[src/design/ssd_sqrt.sv]
// Pipelined bitwise integer square root, one result bit per stage.
module ssd_sqrt #(
	parameter int WX = 56
) (
	input  logic                    clk,
	input  logic                    en,
	input  logic [WX-1:0]           x,
	output logic [(WX+1)/2-1:0]     root
);

	localparam int RB = (WX + 1) / 2;
	localparam int WT = 2 * RB + 2;

	logic [WT-1:0] rem_s  [RB];
	logic [RB-1:0] root_s [RB];
	logic [WT-1:0] rem_c  [RB];
	logic [RB-1:0] rt_c   [RB];
	logic [WT-1:0] tst_c  [RB];

	always_comb begin
		rem_c[0] = WT'(x);
		rt_c[0]  = '0;
		for (int k = 1; k < RB; k++) begin
			rem_c[k] = rem_s[k-1];
			rt_c[k]  = root_s[k-1];
		end
		// (2r + 2^b) * 2^b is what setting bit b adds to r squared
		for (int k = 0; k < RB; k++) begin
			tst_c[k] = (WT'(rt_c[k]) << (RB - k)) + (WT'(1) << (2 * (RB - 1 - k)));
		end
	end

	always_ff @(posedge clk) begin
		if (en) begin
			for (int k = 0; k < RB; k++) begin
				if (rem_c[k] >= tst_c[k]) begin
					rem_s[k]  <= rem_c[k] - tst_c[k];
					root_s[k] <= rt_c[k] | (RB'(1) << (RB - 1 - k));
				end else begin
					rem_s[k]  <= rem_c[k];
					root_s[k] <= rt_c[k];
				end
			end
		end
	end

	assign root = root_s[RB-1];

endmodule

[config.mk]
export PLATFORM = sky130hd
export DESIGN_NAME = ssd_sqrt
export DESIGN_NICKNAME = d
export VERILOG_FILES = /design/src/design/ssd_sqrt.sv
export SDC_FILE = /design/constraint.sdc
export NUM_CORES = 2
export LEC_CHECK = 0
export BUFFER_PORTS_ARGS = -buffer_cell sky130_fd_sc_hd__buf_2
export CAP_MARGIN = 20
export CORE_ASPECT_RATIO = 0.9
export CORE_MARGIN = 2
export CORE_UTILIZATION = 53
export DETAILED_ROUTE_END_ITERATION = 16
export GPL_ROUTABILITY_DRIVEN = 1
export HOLD_SLACK_MARGIN = 0.06
export PLACE_DENSITY_LB_ADDON = 0.3
export RECOVER_POWER = 50
export REMOVE_ABC_BUFFERS = 1
export SLEW_MARGIN = 20
export SYNTH_ARGS = -nofsm -noshare
export SYNTH_HDL_FRONTEND = slang
export SYNTH_SLANG_ARGS = --single-unit
[constraint.sdc]
create_clock -name clk -period 5.1 [get_ports clk]
set_input_delay 0.51 -clock clk [delete_from_list [all_inputs] [get_ports clk]]
set_output_delay 0.51 -clock clk [all_outputs]
set_load 0.01 [all_outputs]
Word-level counts from Yosys, hierarchy flattened

Memories as Yosys holds them, arrays and structs flattened.
Index checks and enable logic that the tools add are counted.
Widths: inputs -> output; s select.

Flip-flop bits (word level): 0
RAM bits: 2408
Input port bits: 58
Output and inout port bits: 28
Logic and storage cells: 365
Memories: 2

$add $sub $neg: 55
$lt $le $gt $ge: 28
Muxes and demuxes: 224
Bitwise gates (word level): 56

Memory list:

| memory | depth | bits a word | rd ports | clocked after memory_dff | wr ports | RTL line | RTL |
|---|---|---|---|---|---|---|---|
| rem_s  | 28    | 58          | 27       | 0                        | 28       | 14       | `logic [WT-1:0] rem_s [RB];` |
| root_s | 28    | 28          | 28       | 0                        | 28       | 15       | `logic [RB-1:0] root_s [RB];` |

Operators by type and width:

| operator         | count |
|---|---|
| $mux 58          | 28 |
| $mux 28          | 28 |
| $mux 1           | 168 |
| $ge 58x30->1     | 1 |
| $ge 58x31->1     | 1 |
| $ge 58x32->1     | 1 |
| $ge 58x33->1     | 1 |
| $ge 58x34->1     | 1 |
| $ge 58x35->1     | 1 |
| $ge 58x36->1     | 1 |
| $ge 58x37->1     | 1 |
| $ge 58x38->1     | 1 |
| $ge 58x39->1     | 1 |
| $ge 58x40->1     | 1 |
| $ge 58x41->1     | 1 |
| $ge 58x42->1     | 1 |
| $ge 58x43->1     | 1 |
| $ge 58x44->1     | 1 |
| $ge 58x45->1     | 1 |
| $ge 58x46->1     | 1 |
| $ge 58x47->1     | 1 |
| $ge 58x48->1     | 1 |
| $ge 58x49->1     | 1 |
| $ge 58x50->1     | 1 |
| 63 further kinds | 118 |

Longest topological paths before layout

An unclocked memory read counts as a cell.

Word-level depth: 7
Mapped depth: 14
Mapped depth without buffers: 12

Worst setup path after synthesis

Ideal clock, no wire load.

Path type: input to register
From: input port en
To: memory rem_s[1][580] in the netlist's numbering, enable pin
Arrival time: 3.386 ns
Data required time: 4.626 ns
Path slack: 1.240 ns
Stages: 3
Path buffers: 3
Cell sequence: clkbuf_1 clkbuf_1 clkbuf_1

RTL lines:

| what            | RTL line | RTL |
|---|---|---|
| start, declared | 6        | `input logic en,` |
| end, declared   | 14       |  |

==> summary.md <==
| Metric | Value |
|---|---|
| Max cap viols | 10 |
| Normalized max-slew margin | -129% |
| Seq cells post-synth | between 1500 and 2000 |
| Final Hold Viols | 0 |
| Fin crit share | 88.8% |
| Sw Share | 28.8% |
| Setup violations, final | 0 |
| Hold WS | 385 ps |
| Final core occ | roughly three fifths |
| DP Area | 98800 um^2 |
| Clock slew at reported path FFs | 60 ps |
| Grt total ovfl | 0 |
| Die X | 452 um |
| Sw power | 12.9 mW |
| Clock Sinks | ~2000 |
| Final #Nets | 8416 |
| Dpl ws | 973 ps |
| Die height | 407 um |
| Power Density | around 420 nW/um^2 |
| Simple-Gate Fraction of Synth Area | 13.1% |
| R2r setup slk | approximately 730 ps |
| Yosys cell types | a little over 100 |
| Worst path bufs/invs | 5 |
| Post-Route WL | 228 mm |
| Synth Area in Compound Gates | 9.03% |
| Fillers | 14100 |
| Post-route ant nets | 0 |
| Reg power frac | approximately half |
| Crit path arrival time | between 4000 and 5000 ps |
| Vias post-DR | just over 60000 |
| WL/cell | roughly 22 um |
| Setup TNS | 0 ps |
| DRC | 0 |
| Number of DRC markers in iteration 0 | 6310 |
| # diodes | 0 |
| DRT Pass-1 Iters | 6 |
| Multi-input logic area | approximately 34000 um^2 |
| Fraction of layout cells with a size suffix above 1 | 6.05% |
| Post-Synth XOR/XNOR Area | under 10% |
| Area grow syn2layout | 10.4% |
| Status | complete, but fails checks |
| # IOs | 86 |
| CP max stage cell | clkbuf_1 |
| First-pass GRT wire length | 348 mm |
| Tot Pwr | roughly 45 mW |
| M2 GR Usage | 38.7% |
| Placed cells | 10100 |
| Fmax achieved | about 220 MHz |
| Worst-Margin Slew | approximately 3400 ps |
| Clock power share | 32.5% |
| Static Leak | 39.0 nW |
| Seq. cell area | 59200 um^2 |
| Crit-path cells | dlygate4sd3_1, buf_12, clkbuf_1, clkbuf_2, buf_4 |
| Routability cong. | a little under 1 |
| Clock skew | ~50 ps |
| Via density | 5.94 |
| Class of the most critical setup path | input pin to register |
| Non-Filler Instances | 10500 |
| Largest net degree at the start of global routing | 219 |
| Cell area after synthesis | 95800 um^2 |
| Num CTS Buffers | 195 |
| Post-synth EDFFs | 1971 |
| Initial antenna violation count | 8 |
| Logic pwr share | around a fifth |
| CP Capture Type | register |
| CTS tree | yes |
| Top fanout value on the critical path | 65 |
| Crit-path leading delay family | buffers and inverters |
| Min cycle time layout | 4530 ps |
| RSZ-0062 raised after global routing | no |
| GR met1 Demand/Resource | 35.1% |
| Avg Inst Size Synth | 12.4 um^2 |
| Failing checks | max-capacitance violations, max-slew violations |
| CTS root buf | clkbuf_16 |
| Final max-slew violation count | 801 |
| GRT Total Usage | around a quarter |
| Worst Hold Class | input pin to register |
| Most used flip-flop cell after synthesis | edfxtp_1 |
| Async set-reset flop share out of synthesis | 0% |
| Site row count | 148 |
| Most frequent cells in the layout | 1971 x edfxtp_1, 566 x nand2_1, 543 x inv_1 |
| Register area share after synthesis | 61.8% |
| P_int | 31.9 mW |
| Multiplexer share of the synthesized area | less than 1% |
| Peak per-stage delay on the critical path | 1420 ps |
| Die area | 184000 um^2 |
| Core region area | 180000 um^2 |
| Finished layout cell area | 106000 um^2 |
| Worst skew pair latency | 840 ps |
| Starting Density | 53.2% |
| Gate Count Post-Synth | 7737 |
| Max clock buf depth | 3 |
| Htree depth | 4 |
| Final setup margin | 573 ps |
| Critical path startpoint category | input pin |
| Commonest non-fill, non-tap cell in the layout | edfxtp_1 |
| I/O Buffers | 85 |
| Post-Synth Adder-Cell Area | 5.64% |
| Met3 Resource Use GR | between 3 and 4% |
| Syn. warnings | 0 |
| Largest family of logic cells by synthesized area | simple AND/OR/NAND/NOR gates |
| Hpwl dp | around 170 mm |
| Vias in the first global route | 59400 |
| CP required | 5550 ps |
| VDD IR-drop max | 0.000379 V |
| Grt peak-use layer | met2 |
cell type report:
class	instances	area share [%]
Tap cell	2400	2.84
Timing Repair Buffer	205	1.31
Clock inverter	142	1.47
Clock buffer	217	4.73
Multi-Input combinational cell	5007	31.8
Inverter	546	1.94
Sequential cell	1971	55.9
kinds of logic (layout without fill, tap and decap cells):
family,count (synthesis),after routing
flops,1971,1971
mux,73,73
xor+xnor,702,702
simple gates,2408,2408
buf+inv,759,1110
compound gates,1392,1392
fa+ha+maj,432,432
power by group through the flow:
stage	Sequential (mW)	Clock, mW	Combinational (mW)
CTS	21.8	14.9	8.39
global route	22.0	15.5	9.38
global placement	22.1	0	8.19
finish	21.8	14.6	8.45
floorplan	21.4	0	5.98
detailed placement	22.1	0	8.29
worst register-to-register path: stages, from the launching register on:
cell and delay, ps:
edfxtp_1 400, ha_1 370, o21ai_0 280, a221oi_1 200, a311oi_1 660, nor4b_1 200, nor4_1 740, nor3_1 220
nor4_2 640, nand4b_1 220, xnor2_1 180
path summary, 6_finish.rpt:
check / cells after the start / from / to
worst max-delay path: 5 / en / rem_s[1][452]
worst min-delay path: 2 / x[17] / rem_s[0][17]
worst max register to register: 10 / rem_s[1][359] / rem_s[1][463]
worst min register to register: 0 / root_s[1][126] / root_s[1][154]
Yosys cell counts (35+ instances only):
cell | n | area share [%]
nand4_1 | 131 | 0.86
nor2_1 | 469 | 1.8
nand3_1 | 152 | 0.79
a31oi_1 | 36 | 0.24
o21bai_1 | 47 | 0.37
ha_1 | 432 | 5.6
nor4b_1 | 38 | 0.35
mux2_2 | 46 | 0.54
inv_1 | 543 | 2.1
and3_1 | 39 | 0.25
xor2_1 | 348 | 3.2
o211ai_1 | 37 | 0.29
nor3_1 | 228 | 1.2
o21ai_0 | 401 | 2.1
clkbuf_1 | 141 | 0.55
or2_2 | 35 | 0.23
a21oi_1 | 380 | 2.0
a21o_1 | 151 | 1.2
or4_1 | 70 | 0.55
or3_1 | 83 | 0.54
xnor2_1 | 354 | 3.2
nor2b_1 | 58 | 0.38
nor4_1 | 291 | 1.9
o21a_1 | 88 | 0.69
nand2_1 | 566 | 2.2
nand2b_1 | 85 | 0.55
edfxtp_1 | 1971 | 62
flip-flops by register name, summed over array words and instances, names as in the netlist:
signal  cells
root_s    406
rem_s    1565
timing repair:
| item | CTS | global route |
|---|---|---|
| gates resized for setup | 0 | 0 |
| endpoints found under the hold margin | 63 | 0 |
| setup buffers | 0 | 0 |
| hold buffers | 57 | 0 |
| setup endpoints to repair | 0 | 0 |
routing by layer:
| layer | vias up | part of all wire (%) |
|---|---|---|
| met5 | - | 0.0057 |
| met4 | 2 | 2.0 |
| met3 | 341 | 6.8 |
| met2 | 2047 | 47 |
| met1 | 30600 | 45 |
| li1 | 29300 | - |
Power figures use the tool's default switching activity.
